==> src/rtl/core/uss_pkg.sv <==
`timescale 1ns / 1ps

package uss_pkg;

   localparam int unsigned MAX_LEN_DEFAULT = 4095;

   localparam int unsigned PREFIX_LEN = 4;
   localparam int unsigned NID_MIN    = 2;
   localparam int unsigned NID_MAX    = 32;
   // bytes before the specific string: prefix, colon after the id
   localparam int unsigned NSS_BASE   = 5;

   localparam logic [7:0] CHAR_COLON    = 8'h3a;
   localparam logic [7:0] CHAR_HYPHEN   = 8'h2d;
   localparam logic [7:0] CHAR_QUESTION = 8'h3f;
   localparam logic [7:0] CHAR_PLUS     = 8'h2b;
   localparam logic [7:0] CHAR_EQUAL    = 8'h3d;
   localparam logic [7:0] CHAR_HASH     = 8'h23;
   localparam logic [7:0] CHAR_NUL      = 8'h00;

   typedef enum logic [2:0] {
      PHASE_PREFIX = 3'b001,
      PHASE_NID    = 3'b010,
      PHASE_NSS    = 3'b100
   } phase_type;

   typedef struct packed {
      logic [7:0] text_byte;
      logic       last_byte;
   } req_type;

   typedef struct packed {
      logic        valid_res;
      logic [5:0]  nid_len;
      logic [11:0] nss_len;
      logic        has_r;
      logic [11:0] r_start;
      logic [11:0] r_len;
      logic        has_q;
      logic [11:0] q_start;
      logic [11:0] q_len;
      logic        has_f;
      logic [11:0] f_start;
      logic [11:0] f_len;
   } rsp_type;

   function automatic logic [7:0] prefix_char(input logic [1:0] idx);
      logic [7:0] ch;
      case (idx)
         2'd0:    ch = 8'h75;
         2'd1:    ch = 8'h72;
         2'd2:    ch = 8'h6e;
         default: ch = CHAR_COLON;
      endcase
      return ch;
   endfunction

   function automatic logic id_char_ok(input logic [7:0] ch);
      return (ch inside {[8'h30:8'h39], [8'h61:8'h7a], [8'h41:8'h5a]}) ||
             (ch == CHAR_HYPHEN);
   endfunction

endpackage

==> src/rtl/core/urn_syntax_splitter_core.sv <==
`timescale 1ns / 1ps

// channel   ports                        carries
// request   req_valid req_ready req_data  one byte of the name, last marker
// response  rsp_valid rsp_ready rsp_data  validity and part offsets per name
//
// one request per cycle, but for a last byte that waits as below; the response for
// a name is registered and appears in the cycle after its last byte is taken.
// reset clears the scan state and drops any pending response.
// non-last bytes are taken even while a response waits; a last byte waits
// only until the response register is free.
module urn_syntax_splitter_core #(
   parameter int unsigned MAX_LEN = uss_pkg::MAX_LEN_DEFAULT
) (
   input  logic             clock,
   input  logic             reset,
   input  logic             req_valid,
   output logic             req_ready,
   input  uss_pkg::req_type req_data,
   output logic             rsp_valid,
   input  logic             rsp_ready,
   output uss_pkg::rsp_type rsp_data
);

   localparam int unsigned PW = $clog2(MAX_LEN + 1);
   localparam int unsigned CW = (PW > 12) ? PW : 12;

   logic [PW-1:0]       pos_ff, pos_in;
   uss_pkg::phase_type  phase_ff, phase_in;
   logic [5:0]          idc_ff, idc_in;
   logic                failed_ff, failed_in;
   logic                prev_q_ff, prev_q_in;
   logic                prev_hyph_ff, prev_hyph_in;
   logic                rf_ff, rf_in;
   logic [PW-1:0]       ra_ff, ra_in;
   logic                qf_ff, qf_in;
   logic [PW-1:0]       qa_ff, qa_in;
   logic                ff_ff, ff_in;
   logic [PW-1:0]       fa_ff, fa_in;

   logic                rsp_valid_ff;
   uss_pkg::rsp_type    rsp_ff, rsp_in;

   logic                accept;
   logic                alive;
   logic [7:0]          ch;
   logic [PW-1:0]       off;
   logic [CW-1:0]       nl, nend, ra_w, qa_w, fa_w, r_end, q_end;

   assign ch        = req_data.text_byte;
   assign req_ready = !rsp_valid_ff || rsp_ready || !req_data.last_byte;
   assign accept    = req_valid && req_ready;
   assign rsp_valid = rsp_valid_ff;
   assign rsp_data  = rsp_ff;

   assign alive = !failed_ff && (pos_ff < PW'(MAX_LEN)) && (ch != uss_pkg::CHAR_NUL);
   assign off   = pos_ff - PW'(uss_pkg::NSS_BASE) - PW'(idc_ff);

   // next scan state for the byte on the request port
   always_comb begin
      failed_in    = !alive;
      phase_in     = phase_ff;
      idc_in       = idc_ff;
      prev_q_in    = prev_q_ff;
      prev_hyph_in = prev_hyph_ff;
      rf_in        = rf_ff;
      ra_in        = ra_ff;
      qf_in        = qf_ff;
      qa_in        = qa_ff;
      ff_in        = ff_ff;
      fa_in        = fa_ff;
      if (alive) begin
         case (phase_ff)
            uss_pkg::PHASE_PREFIX: begin
               if (ch != uss_pkg::prefix_char(pos_ff[1:0])) begin
                  failed_in = 1'b1;
               end else if (pos_ff == PW'(uss_pkg::PREFIX_LEN - 1)) begin
                  phase_in = uss_pkg::PHASE_NID;
               end
            end
            uss_pkg::PHASE_NID: begin
               if (ch == uss_pkg::CHAR_COLON) begin
                  if (idc_ff < 6'(uss_pkg::NID_MIN) || idc_ff > 6'(uss_pkg::NID_MAX) ||
                      prev_hyph_ff) begin
                     failed_in = 1'b1;
                  end
                  phase_in  = uss_pkg::PHASE_NSS;
                  prev_q_in = 1'b0;
               end else begin
                  if (!uss_pkg::id_char_ok(ch) ||
                      (idc_ff == 6'd0 && ch == uss_pkg::CHAR_HYPHEN)) begin
                     failed_in = 1'b1;
                  end
                  idc_in = idc_ff + 6'd1;
                  if (idc_ff >= 6'(uss_pkg::NID_MAX)) begin
                     failed_in = 1'b1;
                  end
                  prev_hyph_in = (ch == uss_pkg::CHAR_HYPHEN);
               end
            end
            default: begin
               if (ch == uss_pkg::CHAR_HASH && !ff_ff) begin
                  ff_in = 1'b1;
                  fa_in = off;
               end
               if (prev_q_ff && ch == uss_pkg::CHAR_PLUS && !rf_ff) begin
                  rf_in = 1'b1;
                  ra_in = off - PW'(1);
               end
               if (prev_q_ff && ch == uss_pkg::CHAR_EQUAL && !qf_ff) begin
                  qf_in = 1'b1;
                  qa_in = off - PW'(1);
               end
               prev_q_in = (ch == uss_pkg::CHAR_QUESTION);
            end
         endcase
      end
      pos_in = failed_in ? pos_ff : pos_ff + PW'(1);
   end

   // result from the state after this byte
   always_comb begin
      nl   = CW'(pos_in) - CW'(uss_pkg::NSS_BASE) - CW'(idc_in);
      ra_w = CW'(ra_in);
      qa_w = CW'(qa_in);
      fa_w = CW'(fa_in);
      nend = nl;
      if (rf_in && ra_w < nend) begin
         nend = ra_w;
      end
      if (qf_in && qa_w < nend) begin
         nend = qa_w;
      end
      if (ff_in && fa_w < nend) begin
         nend = fa_w;
      end
      if (qf_in && qa_w > ra_w) begin
         r_end = qa_w;
      end else if (ff_in && fa_w > ra_w) begin
         r_end = fa_w;
      end else begin
         r_end = nl;
      end
      q_end = (ff_in && fa_w > qa_w) ? fa_w : nl;

      rsp_in = '0;
      if (!failed_in && phase_in == uss_pkg::PHASE_NSS && nl != '0 && nend != '0) begin
         rsp_in.valid_res = 1'b1;
         rsp_in.nid_len   = idc_in;
         rsp_in.nss_len   = nend[11:0];
         if (rf_in) begin
            rsp_in.has_r   = 1'b1;
            rsp_in.r_start = 12'(ra_w + CW'(2));
            rsp_in.r_len   = 12'(r_end - (ra_w + CW'(2)));
         end
         if (qf_in) begin
            rsp_in.has_q   = 1'b1;
            rsp_in.q_start = 12'(qa_w + CW'(2));
            rsp_in.q_len   = 12'(q_end - (qa_w + CW'(2)));
         end
         if (ff_in) begin
            rsp_in.has_f   = 1'b1;
            rsp_in.f_start = 12'(fa_w + CW'(1));
            rsp_in.f_len   = 12'(nl - (fa_w + CW'(1)));
         end
      end
   end

   always_ff @(posedge clock) begin
      if (reset || (accept && req_data.last_byte)) begin
         pos_ff       <= '0;
         phase_ff     <= uss_pkg::PHASE_PREFIX;
         idc_ff       <= '0;
         failed_ff    <= 1'b0;
         prev_q_ff    <= 1'b0;
         prev_hyph_ff <= 1'b0;
         rf_ff        <= 1'b0;
         ra_ff        <= '0;
         qf_ff        <= 1'b0;
         qa_ff        <= '0;
         ff_ff        <= 1'b0;
         fa_ff        <= '0;
      end else if (accept) begin
         pos_ff       <= pos_in;
         phase_ff     <= phase_in;
         idc_ff       <= idc_in;
         failed_ff    <= failed_in;
         prev_q_ff    <= prev_q_in;
         prev_hyph_ff <= prev_hyph_in;
         rf_ff        <= rf_in;
         ra_ff        <= ra_in;
         qf_ff        <= qf_in;
         qa_ff        <= qa_in;
         ff_ff        <= ff_in;
         fa_ff        <= fa_in;
      end
   end

   always_ff @(posedge clock) begin
      if (reset) begin
         rsp_valid_ff <= 1'b0;
      end else if (accept && req_data.last_byte) begin
         rsp_valid_ff <= 1'b1;
      end else if (rsp_ready) begin
         rsp_valid_ff <= 1'b0;
      end
   end

   always_ff @(posedge clock) begin
      if (accept && req_data.last_byte) begin
         rsp_ff <= rsp_in;
      end
   end

   // position counter is bounded by the length limit
   a_pos_bound: assert property (@(posedge clock) disable iff (reset)
      pos_ff <= PW'(MAX_LEN))
      else $error("position beyond length limit");

   // a name ends with the scan state back at its start
   a_end_clear: assert property (@(posedge clock) disable iff (reset)
      accept && req_data.last_byte |=> pos_ff == '0 && !failed_ff &&
      phase_ff == uss_pkg::PHASE_PREFIX)
      else $error("scan state not cleared after last byte");

   // once failed, the position holds until the name ends
   a_fail_hold: assert property (@(posedge clock) disable iff (reset)
      failed_ff && !(accept && req_data.last_byte) |=> pos_ff == $past(pos_ff))
      else $error("position moved after failure");

   // a good name always carries a legal id length and a nonempty specific string
   a_nid_range: assert property (@(posedge clock) disable iff (reset)
      rsp_valid_ff && rsp_ff.valid_res |->
      rsp_ff.nid_len >= 6'(uss_pkg::NID_MIN) && rsp_ff.nid_len <= 6'(uss_pkg::NID_MAX) &&
      rsp_ff.nss_len != 12'd0)
      else $error("valid response with bad lengths");

   // a rejected name reports no parts
   a_bad_zero: assert property (@(posedge clock) disable iff (reset)
      rsp_valid_ff && !rsp_ff.valid_res |->
      rsp_ff.nid_len == 6'd0 && rsp_ff.nss_len == 12'd0 &&
      !rsp_ff.has_r && !rsp_ff.has_q && !rsp_ff.has_f)
      else $error("invalid response carries parts");

endmodule

==> config.mk <==
export PLATFORM = sky130hd
export DESIGN_NAME = urn_syntax_splitter_core
export DESIGN_NICKNAME = d
export VERILOG_FILES = /design/src/rtl/core/uss_pkg.sv /design/src/rtl/core/urn_syntax_splitter_core.sv
export SDC_FILE = /design/constraint.sdc
export NUM_CORES = 1
export LEC_CHECK = 0
export ABC_AREA = 0
export BUFFER_PORTS_ARGS = -buffer_cell sky130_fd_sc_hd__buf_4
export CAP_MARGIN = 15
export CORE_ASPECT_RATIO = 0.6
export CORE_MARGIN = 4
export CORE_UTILIZATION = 55
export DETAILED_ROUTE_END_ITERATION = 16
export MAX_ROUTING_LAYER = met4
export PLACE_DENSITY = 0.8
export SLEW_MARGIN = 20
export SYNTH_ARGS = -nofsm -noshare
export SYNTH_HDL_FRONTEND = slang
export SYNTH_SLANG_ARGS = --single-unit
==> constraint.sdc <==
create_clock -name clock -period 15.5 [get_ports clock]
set_input_delay 3.1 -clock clock [delete_from_list [all_inputs] [get_ports clock]]
set_output_delay 3.1 -clock clock [all_outputs]
set_load 0.02 [all_outputs]
==> impl_metrics.yaml, run 1 <==
sta:
  max_slew.worst_pin.slew_ns: 1.107
  fin_skew_ns: 0.01195
  rsz0062_at_grt: "no"
  hold_slack_ns: 0.4569
  setup_viol: 0
  slew-limit-headroom_pct: 26.23
  max_freq_mhz: 68.43
  hold_viol_final: 0
  timing.final.max_slew_violations: 0
  fin_tns_setup_ns: 0
  period_share_pct: 94.28
  fin_crit_ns: 14.61
layout:
  nNetsFinal: 1696
  fillers: 1936
  final_cells: 1872
  area_growth_pct: 15.19
  multiInputGateArea_mm2: 0.008219
  seq_area_mm2: 0.004104
  diodes: 0
  drive_gt1_share_pct: 19.59
logic_synthesis:
  yosysWarnings: 0
  synth_fa_ha_area_share_pct: 13.67
  syn_inst: 1429
  yosysUniqueCellTypes: 78
  synth-seq-cells: 158
  synth_enable_flop_cells: 94
  synth_area_mm2: 0.01300
  synth_mux_area_share_pct: 5.477
  yosysMostFrequentCell: "nor2_1"
  synth_flop_cell: "edfxtp_1"
  syn_nets: 1581
  synth_common_cells: "141 x nor2_1, 134 x ha_1, 105 x inv_1"
  avgSynthCellArea_um2: 9.095
  synth_top_family_by_area: "simple AND/OR/NAND/NOR gates"
  synth-simple-area-share_pct: 22.89
  synth-compound-area-share_pct: 13.39
  synth_xor_area_share_pct: 7.480
  ys_seq_area_share_pct: 31.57
  synth_async_sr_flop_share_pct: 0
  synthTopCellsByArea: "edfxtp_1 22%, ha_1 13%, dfxtp_1 9.9%"
  yosysTopAreaCellShare_pct: 21.72
  synth_largest_area_cell: "edfxtp_1"
place:
  dpl.hpwl_um: 32240
  io_buffers: 108
  place_congestion: 1.040
  placedCellCount: 1840
power_and_ir_drop:
  p_int_uw: 772.9
  ir_drop_v: 0.00007909
  powerDensity_mw_per_mm2: 70.04
  clkPwrFrac_pct: 44.9
  pwr-share-seq_pct: 43.8
  leakagePower_nw: 6.610
  pwr-share-comb_pct: 11.3
  p_switching_uw: 275.7
  p_sw_share_pct: 26.29
critical_path:
  r2r_setup_slack_ns: 2.79
  crit_path_max_incr_delay_ns: 0.61
  cp.required_ns: 15.67
  cp_slowest_cell: "mux2i_1"
  startpoint_type: "input pin"
  arrival_ns: 14.78
  crit_top_cell: "ha_1"
  end_kind: "flop"
  path_max_fanout: 39
  critical_path_class: "input pin to flop"
worst_hold_path:
  hold_path_class: "flop to flop"
routing:
  num_vias: 11457
  drt_iter0_markers: 1412
  wirelength_um: 41810
  antenna_left: 0
  first_pass_iters: 6
  drc_errors: 0
  via_per_inst: 6.120
  drt-wirelength-per-cell_um: 22.33
clock_network:
  clk_pin_slew_worst_paths_ns: 0.07
  post_cts_buffers: 0
  cts.repair.resized: 0
  cts_root_buffer: "clkbuf_16"
  cts_max_level: 4
  clk_latency_ns: 0.45
  clock-sinks: 158
  cts_tree: "built"
  cts_made_buffers: 17
  cts_buffer_depth: 2
  hold_buffers: 0
global_route:
  antenna_found_initial: 0
  grt_pass1_vias: 10614
  grt_max_degree: 68
  grt_pass1_wl_um: 63100
  grt_use_total_pct: 32.53
  grt-ovfl-total: 0
outcome:
  status: "finished, final reports clean"
floorplan:
  dieArea_mm2: 0.02624
  initial_core_util_pct: 56.05
  io-pin-count: 109
  die_h_um: 127.1
  core_mm2: 0.02319
  rows: 43
  chipWidth_um: 206.5
run:
  drv_cap: 0
[worst max-delay path: cells and delay by family]
family                     cells  cell delay (ns)
AOI/OAI and AO/OA             23             3.96
xor gates and xnor gates       2             0.36
adders and majority gates      5             1.60
buffers and inverters          5             0.71
muxes                          2             0.97
and+or+nand+nor               19             3.96
[power groups by stage]
stage                     Clock [mW]  Sequential (mW)  Combinational (mW)
after global placement             0            0.468               0.113
after detailed placement           0            0.468               0.115
after CTS                      0.474            0.459               0.116
after global routing           0.496            0.460               0.128
after floorplan                    0            0.479              0.0622
final                          0.471            0.459               0.119
[through the flow]
step | util [%] | total power, mW | cell area, um^2 | worst slack [ns]
6_report | 64.57 | 1.049 | 14970 | 0.8859
5_1_grt | 64.57 | 1.083 | 14970 | 0.03885
4_1_cts | 64.52 | 1.049 | 14960 | 0.9562
3_5_place_dp | 61.72 | 0.5834 | 14310 | 0.5416
3_3_place_gp | 61.72 | 0.5811 | 14310 | 0.9312
2_1_floorplan | - | 0.5407 | 13000 | 1.511
[logic make-up after synthesis]
logic type / count (synthesis)
and+or+nand+nor: 512
muxes: 68
DFF: 158
xor gates and xnor gates: 111
AOI/OAI and AO/OA: 272
buffers and inverters: 169
adders and majority gates: 139
[state kept, by name (all words and copies together), names as in the netlist]
name          flops
fa_ff            12
failed_ff         1
ff_ff             1
idc_ff            6
phase_ff          3
pos_ff           12
prev_hyph_ff      1
prev_q_ff         1
qa_ff            12
qf_ff             1
ra_ff            12
rf_ff             1
rsp_data         94
rsp_valid         1
[area by class of cell]
class                   instances  area share (%)
inverters                     106           2.658
flip-flops and latches        158           27.41
repair buffers                159           8.056
clock buffers                  18           2.866
multi-input cells            1102           54.90
clock inverters                14           1.479
well taps                     315           2.632
[metal layers]
layer / part of all wire (%) / global-route usage, % / vias up
met1: 47 / 48.40 / 5402
met5: 0 / - / -
met2: 38 / 41.98 / 638
met4: 2.0 / 7.428 / 0
met3: 13 / 11.39 / 63
li1: - / - / 5354
[placed cells by master (no fill, tap or decap), drive strengths merged, types with 6 or more instances in the layout]
master,instances
o21ai,50
buf,159
or2,9
nor2b,20
nand3,36
a21o,32
xnor2,81
edfxtp,94
a211oi,24
nand2b,22
nor3,98
clkbuf,18
or3,7
xor2,30
nand4,25
mux2i,53
nand2,82
a21oi,105
a31oi,6
dfxtp,64
and2,13
o21bai,9
mux2,15
nor3b,12
and4,6
nor4,16
ha,134
o21a,8
and3,12
inv,112
nor2,141
[worst paths after layout]
path | to | depth (start not counted) | startpoint
max | rsp_data[62] | 56 | req_data[7]
min | fa_ff[2] | 2 | fa_ff[2]
min reg2reg | fa_ff[2] | 2 | fa_ff[2]
max reg2reg | rsp_data[62] | 57 | pos_ff[0]
No activity file was read; power rests on OpenSTA's default activity.
==> run 2, diff against run 1 <==
--- a/config.mk
+++ b/config.mk
@@ -13,7 +13,7 @@
 export CORE_UTILIZATION = 55
 export DETAILED_ROUTE_END_ITERATION = 16
 export MAX_ROUTING_LAYER = met4
-export PLACE_DENSITY = 0.8
+export PLACE_DENSITY = 0.83
 export SLEW_MARGIN = 20
 export SYNTH_ARGS = -nofsm -noshare
 export SYNTH_HDL_FRONTEND = slang
==> constraint.sdc (replaced) <==
create_clock -name clock -period 12 [get_ports clock]
set_input_delay 2.4 -clock clock [delete_from_list [all_inputs] [get_ports clock]]
set_output_delay 2.4 -clock clock [all_outputs]
set_load 0.02 [all_outputs]
==> run 2 against run 1 <==
Against the previous run:
- the flow now finishes with violations (setup timing)
- wire length up 15%
- first-iteration DRC count grew 20%
- hold slack improved by 0.0058 ns
- critical path depth down 1
- core utilization up 7.1 points
- sequential power up 29%
- count of clock-buffer cells in the layout increased by 1
- sequential cell count unchanged
- critical path type unchanged
- critical endpoint is now rsp_data[19]
- largest power group is now sequential cells
==> impl_metrics.yaml, run 2 (synthesis results as in run 1) <==
routing:
  via_per_inst: 6.232
  first_pass_iters: 5
  wirelength_um: 48050
  antenna_left: 0
  num_vias: 12470
  drt_iter0_markers: 1696
  drc_errors: 0
  drt-wirelength-per-cell_um: 24.01
sta:
  fin_tns_setup_ns: -9.174
  period_share_pct: 101.2
  slew-limit-headroom_pct: 22.01
  rsz0062_at_grt: "yes"
  fin_skew_ns: 0.01102
  final.setup.worst_slack_ns: -0.1495
  setup_viol: 82
  fin_crit_ns: 12.15
  hold_viol_final: 0
  max_slew.worst_pin.slew_ns: 1.170
  max_freq_mhz: 82.31
  timing.final.max_slew_violations: 0
  hold_slack_ns: 0.4626
floorplan:
  io-pin-count: 109
  core_mm2: 0.02319
  dieArea_mm2: 0.02624
  rows: 43
  chipWidth_um: 206.5
  initial_core_util_pct: 56.05
  die_h_um: 127.1
critical_path:
  r2r_setup_slack_ns: 0.79
  crit_path_max_incr_delay_ns: 0.37
  critPathTopFamily: "compound AO/OA/AOI/OAI gates"
  path_max_fanout: 7
  end_kind: "flop"
  r2r_cells: 56
  startpoint_type: "input pin"
  r2r-start: "pos_ff[0]"
  timing.critical_path.from: "req_data[3]"
  crit_top_cell: "a21o_1"
  worst_r2r_endpoint: "rsp_data[19]"
  cp.required_ns: 12.19
  critical_path_class: "input pin to flop"
  arrival_ns: 12.34
  cp_slowest_cell: "fa_1"
  crit_buf_inv: 3
power_and_ir_drop:
  leakagePower_nw: 7.420
  fin_total_pwr_mw: 1.323
  powerDensity_mw_per_mm2: 79.65
  ir_drop_v: 0.0001029
place:
  dpl.hpwl_um: 35220
  io_buffers: 108
  place_congestion: 1.055
  dpl_worst_slack_ns: -0.5967
worst_hold_path:
  hold_path_class: "flop to flop"
  min_to: "ra_ff[1]"
  holdPathStages: 2
  min_from: "ra_ff[1]"
global_route:
  met1_usage_pct: 53.47
  grt_pass1_wl_um: 68610
  grt_pass1_vias: 11326
  grt-ovfl-total: 0
  grt_max_degree: 70
  top_usage_layer: "met1"
  grt_use_total_pct: 35.50
  grtUsageMet2_pct: 45.22
  met3_usage_pct: 12.66
  antenna_found_initial: 0
clock_network:
  cts_made_buffers: 17
  clk_latency_ns: 0.45
  hold_buffers: 0
  clock-sinks: 158
  cts_root_buffer: "clkbuf_16"
  cts_tree: "built"
  clk_pin_slew_worst_paths_ns: 0.07
  cts_buffer_depth: 2
  cts_max_level: 4
layout:
  fillers: 1716
  drive_gt1_share_pct: 28.94
  finalCoreUtilization_pct: 71.63
  final_cell_mix: "258 x buf_4, 130 x nor2_1, 128 x ha_1"
  multiInputGateArea_mm2: 0.008698
  largest_reg_flops: 94
  area_growth_pct: 27.80
  nNetsFinal: 1825
  diodes: 0
  seq_area_mm2: 0.004104
  final_common_cell: "buf_4"
outcome:
  violations: "setup timing"
  status: "complete, but fails checks"
run:
  drv_cap: 0
run 2: cell types whose count changed in the layout (fill, tap and decap cells not counted), sizes merged:
cell,delta
buf,+123
clkbuf,+7
bufinv,-3
clkinvlp,+1
inv,+1
run 2: layout make-up:
type                    count  area share [%]
clock buffers              19           2.734
clock inverters            13          0.7608
inverters                 106           2.395
multi-input cells        1102           52.37
flip-flops and latches    158           24.71
well taps                 315           2.373
repair buffers            288           14.67
run 2: routing by layer:
layer / up-vias / share of wire, %
li1: 5599 / -
met1: 5935 / 44
met2: 827 / 39
met3: 109 / 15
met4: 0 / 2.1
met5: - / 0
run 2: power by group:
group	internal, mW	leakage (nW)	switching, mW
sequential	0.587	1.43	0.00609
clock	0.303	0.282	0.259
combinational	0.0613	5.71	0.107
total	0.951	7.42	0.372
run 2: worst max-delay path by stage:
stage          slack, ns           end  cells after the start
2_1_floorplan      -0.31  rsp_data[62]                     63
3_3_place_gp       -0.39  rsp_data[88]                     60
3_5_place_dp       -0.60  rsp_data[87]                     58
4_1_cts             0.02  rsp_data[74]                     59
5_1_grt            -0.55  rsp_data[51]                     58
6_report           -0.15  rsp_data[19]                     55
run 2: stage by stage:
stage | instances | cell area [um^2]
6_report | 2001 | 16610
5_1_grt | 2001 | 16610
4_1_cts | 1975 | 15910
3_5_place_dp | 1942 | 15270
3_3_place_gp | 1942 | 15270
2_1_floorplan | 1429 | 13240
run 2: tightest hold or removal path, stage by stage, from the launching register on:
cell and delay, ns:
dfxtp_1 0.31, nand2_1 0.05, a21oi_1 0.05
run 2: what timing repair did:
item | CTS | global route
setup endpoints to repair | 82 | 94
setup buffers | 0 | 18
gates cloned | 1 | 8
resized for setup | 9 | 78
pin swaps | 3 | 57
hold endpoints to repair | 0 | 0
==> run 3, diff against run 2 <==
--- a/config.mk
+++ b/config.mk
@@ -5,7 +5,6 @@
 export SDC_FILE = /design/constraint.sdc
 export NUM_CORES = 1
 export LEC_CHECK = 0
-export ABC_AREA = 0
 export BUFFER_PORTS_ARGS = -buffer_cell sky130_fd_sc_hd__buf_4
 export CAP_MARGIN = 15
 export CORE_ASPECT_RATIO = 0.6
@@ -13,8 +12,8 @@
 export CORE_UTILIZATION = 55
 export DETAILED_ROUTE_END_ITERATION = 16
 export MAX_ROUTING_LAYER = met4
-export PLACE_DENSITY = 0.83
-export SLEW_MARGIN = 20
+export PLACE_DENSITY = 0.75
+export SLEW_MARGIN = 0
 export SYNTH_ARGS = -nofsm -noshare
 export SYNTH_HDL_FRONTEND = slang
 export SYNTH_SLANG_ARGS = --single-unit
==> run 3 against run 2 <==
Against the previous run:
- register-to-register slack about the same
- total power shrank 1.6%
- critical path depth is 1 higher
- core utilization shrank 0.69 points
- count of clock-buffer cells in the layout did not move
- the run still ends with setup timing left
- maximum frequency shrank 0.34%
- combinational power shrank 4%
- cell count is 0.40% lower
- wire length fell by 1.7%
- clock power decreased by 3%
- worst setup slack got worse by 0.041 ns
==> impl_metrics.yaml, run 3 (synthesis results as in run 1) <==
layout:
  multiInputGateArea_mm2: 0.008653
  seq_area_mm2: 0.004104
  final_cell_mix: "249 x buf_4, 132 x nor2_1, 127 x ha_1"
  fillers: 1814
  diodes: 0
  nNetsFinal: 1817
  final_common_cell: "buf_4"
  drive_gt1_share_pct: 28.31
  area_growth_pct: 26.57
  largest_reg_flops: 94
  final_cells: 1993
sta:
  max_freq_mhz: 82.03
  rsz0062_at_grt: "yes"
  hold_viol_final: 0
  max_slew.worst_pin.slew_ns: 1.443
  fin_skew_ns: 0.01299
  final.setup.worst_slack_ns: -0.1903
  timing.final.max_slew_violations: 0
  fin_crit_ns: 12.19
  slew-limit-headroom_pct: 2.936
  period_share_pct: 101.6
  setup_viol: 82
power_and_ir_drop:
  powerDensity_mw_per_mm2: 79.11
  leakagePower_nw: 7.334
  fin_total_pwr_mw: 1.301
  ir_drop_v: 0.00008725
global_route:
  grt-ovfl-total: 0
  grt_max_degree: 71
  grtUsageMet2_pct: 43.85
  grt_use_total_pct: 35.09
  top_usage_layer: "met1"
  met3_usage_pct: 15.14
  grt_pass1_vias: 11127
  antenna_found_initial: 0
  grt_pass1_wl_um: 67080
  met1_usage_pct: 51.01
critical_path:
  path_max_fanout: 6
  startpoint_type: "input pin"
  end_kind: "flop"
  crit_top_cell: "a21oi_2"
  cp.required_ns: 12.19
  cp_slowest_cell: "or4b_4"
  arrival_ns: 12.38
  critical_path_class: "input pin to flop"
  crit_path_max_incr_delay_ns: 0.56
place:
  dpl.hpwl_um: 35050
  io_buffers: 108
  place_congestion: 1.059
  placedCellCount: 1937
floorplan:
  io-pin-count: 109
  dieArea_mm2: 0.02624
  die_h_um: 127.1
  chipWidth_um: 206.5
  initial_core_util_pct: 56.05
  core_mm2: 0.02319
  rows: 43
clock_network:
  cts_buffer_depth: 2
  cts_root_buffer: "clkbuf_16"
  clk_pin_slew_worst_paths_ns: 0.07
  clk_latency_ns: 0.46
  hold_buffers: 0
  cts_max_level: 4
  cts_tree: "built"
  clock-sinks: 158
  cts_made_buffers: 17
routing:
  first_pass_iters: 8
  via_per_inst: 6.050
  drt_iter0_markers: 1585
  antenna_left: 0
  wirelength_um: 47250
  drc_errors: 0
  drt-wirelength-per-cell_um: 23.71
  num_vias: 12058
outcome:
  status: "complete, but fails checks"
  violations: "setup timing"
worst_hold_path:
  hold_path_class: "flop to flop"
run:
  drv_cap: 0
## run 3: changes by cell type in the layout (fill, tap and decap cells not counted), sizes merged
cell      previous run  this run
buf                282       272
clkinvlp             2         5
inv                113       110
o2111a               1         3
## run 3: repair_timing
item | 4_1_cts | 5_1_grt
endpoints found under the setup margin | 83 | 94
gates resized for setup | 4 | 64
setup buffers | 0 | 15
endpoints found under the hold margin | 0 | 0
gates cloned | 0 | 10
pin swaps | 0 | 45
## run 3: worst max-delay path, delay by kind of cell
family / cells / cell delay, ns
simple gates: 18 / 3.30
mux: 1 / 0.34
compound gates: 23 / 3.79
fa+ha+maj: 5 / 1.32
buf+inv: 7 / 0.93
xor+xnor: 2 / 0.28
## run 3: worst paths after layout
path / endpoint / slack [ns] / startpoint / cells after the start
worst max-delay path: rsp_data[66] / -0.19 / req_data[8] / 56
worst min-delay path: fa_ff[11] / 0.46 / fa_ff[11] / 2
worst max register to register: rsp_data[66] / 0.80 / pos_ff[0] / 57
worst min register to register: fa_ff[11] / 0.46 / fa_ff[11] / 2
## run 3: layout make-up
| cell class | count | area share, % |
|---|---|---|
| Inverter | 106 | 2.419 |
| Timing Repair Buffer | 278 | 14.19 |
| Tap cell | 315 | 2.396 |
| Clock buffer | 19 | 2.632 |
| Sequential cell | 158 | 24.95 |
| Clock inverter | 13 | 0.8138 |
| Multi-Input combinational cell | 1104 | 52.60 |
## run 3: through the flow
stage | utilization (%) | setup TNS [ns] | hold slack [ns] | cell area (um^2) | worst slack [ns]
2_1_floorplan | - | -22.92 | 0.4357 | 13240 | -0.3114
3_3_place_gp | 65.69 | -32.09 | 0.4437 | 15230 | -0.4861
6_report | 70.94 | -10.33 | 0.4584 | 16450 | -0.1903
5_1_grt | 70.94 | -42.90 | 0.4790 | 16450 | -0.5337
4_1_cts | 68.20 | -0.02784 | 0.4606 | 15810 | -0.009632
3_5_place_dp | 65.69 | -50.00 | 0.4499 | 15230 | -0.6689
## run 3: power breakdown
part / leakage (nW) / total [mW] / internal, mW / switching, mW
clock network: 0.261 / 0.547 / 0.290 / 0.256
registers: 1.43 / 0.593 / 0.587 / 0.00601
logic: 5.65 / 0.162 / 0.0585 / 0.104
total: 7.33 / 1.30 / 0.936 / 0.366
## run 3: layer usage
metal	up-vias	share of wire, %	wire length [um]
li1	5590	-	-
met1	5673	45	21360
met2	716	38	17980
met3	79	14	6805
met4	0	2.3	1099
met5	-	0	0
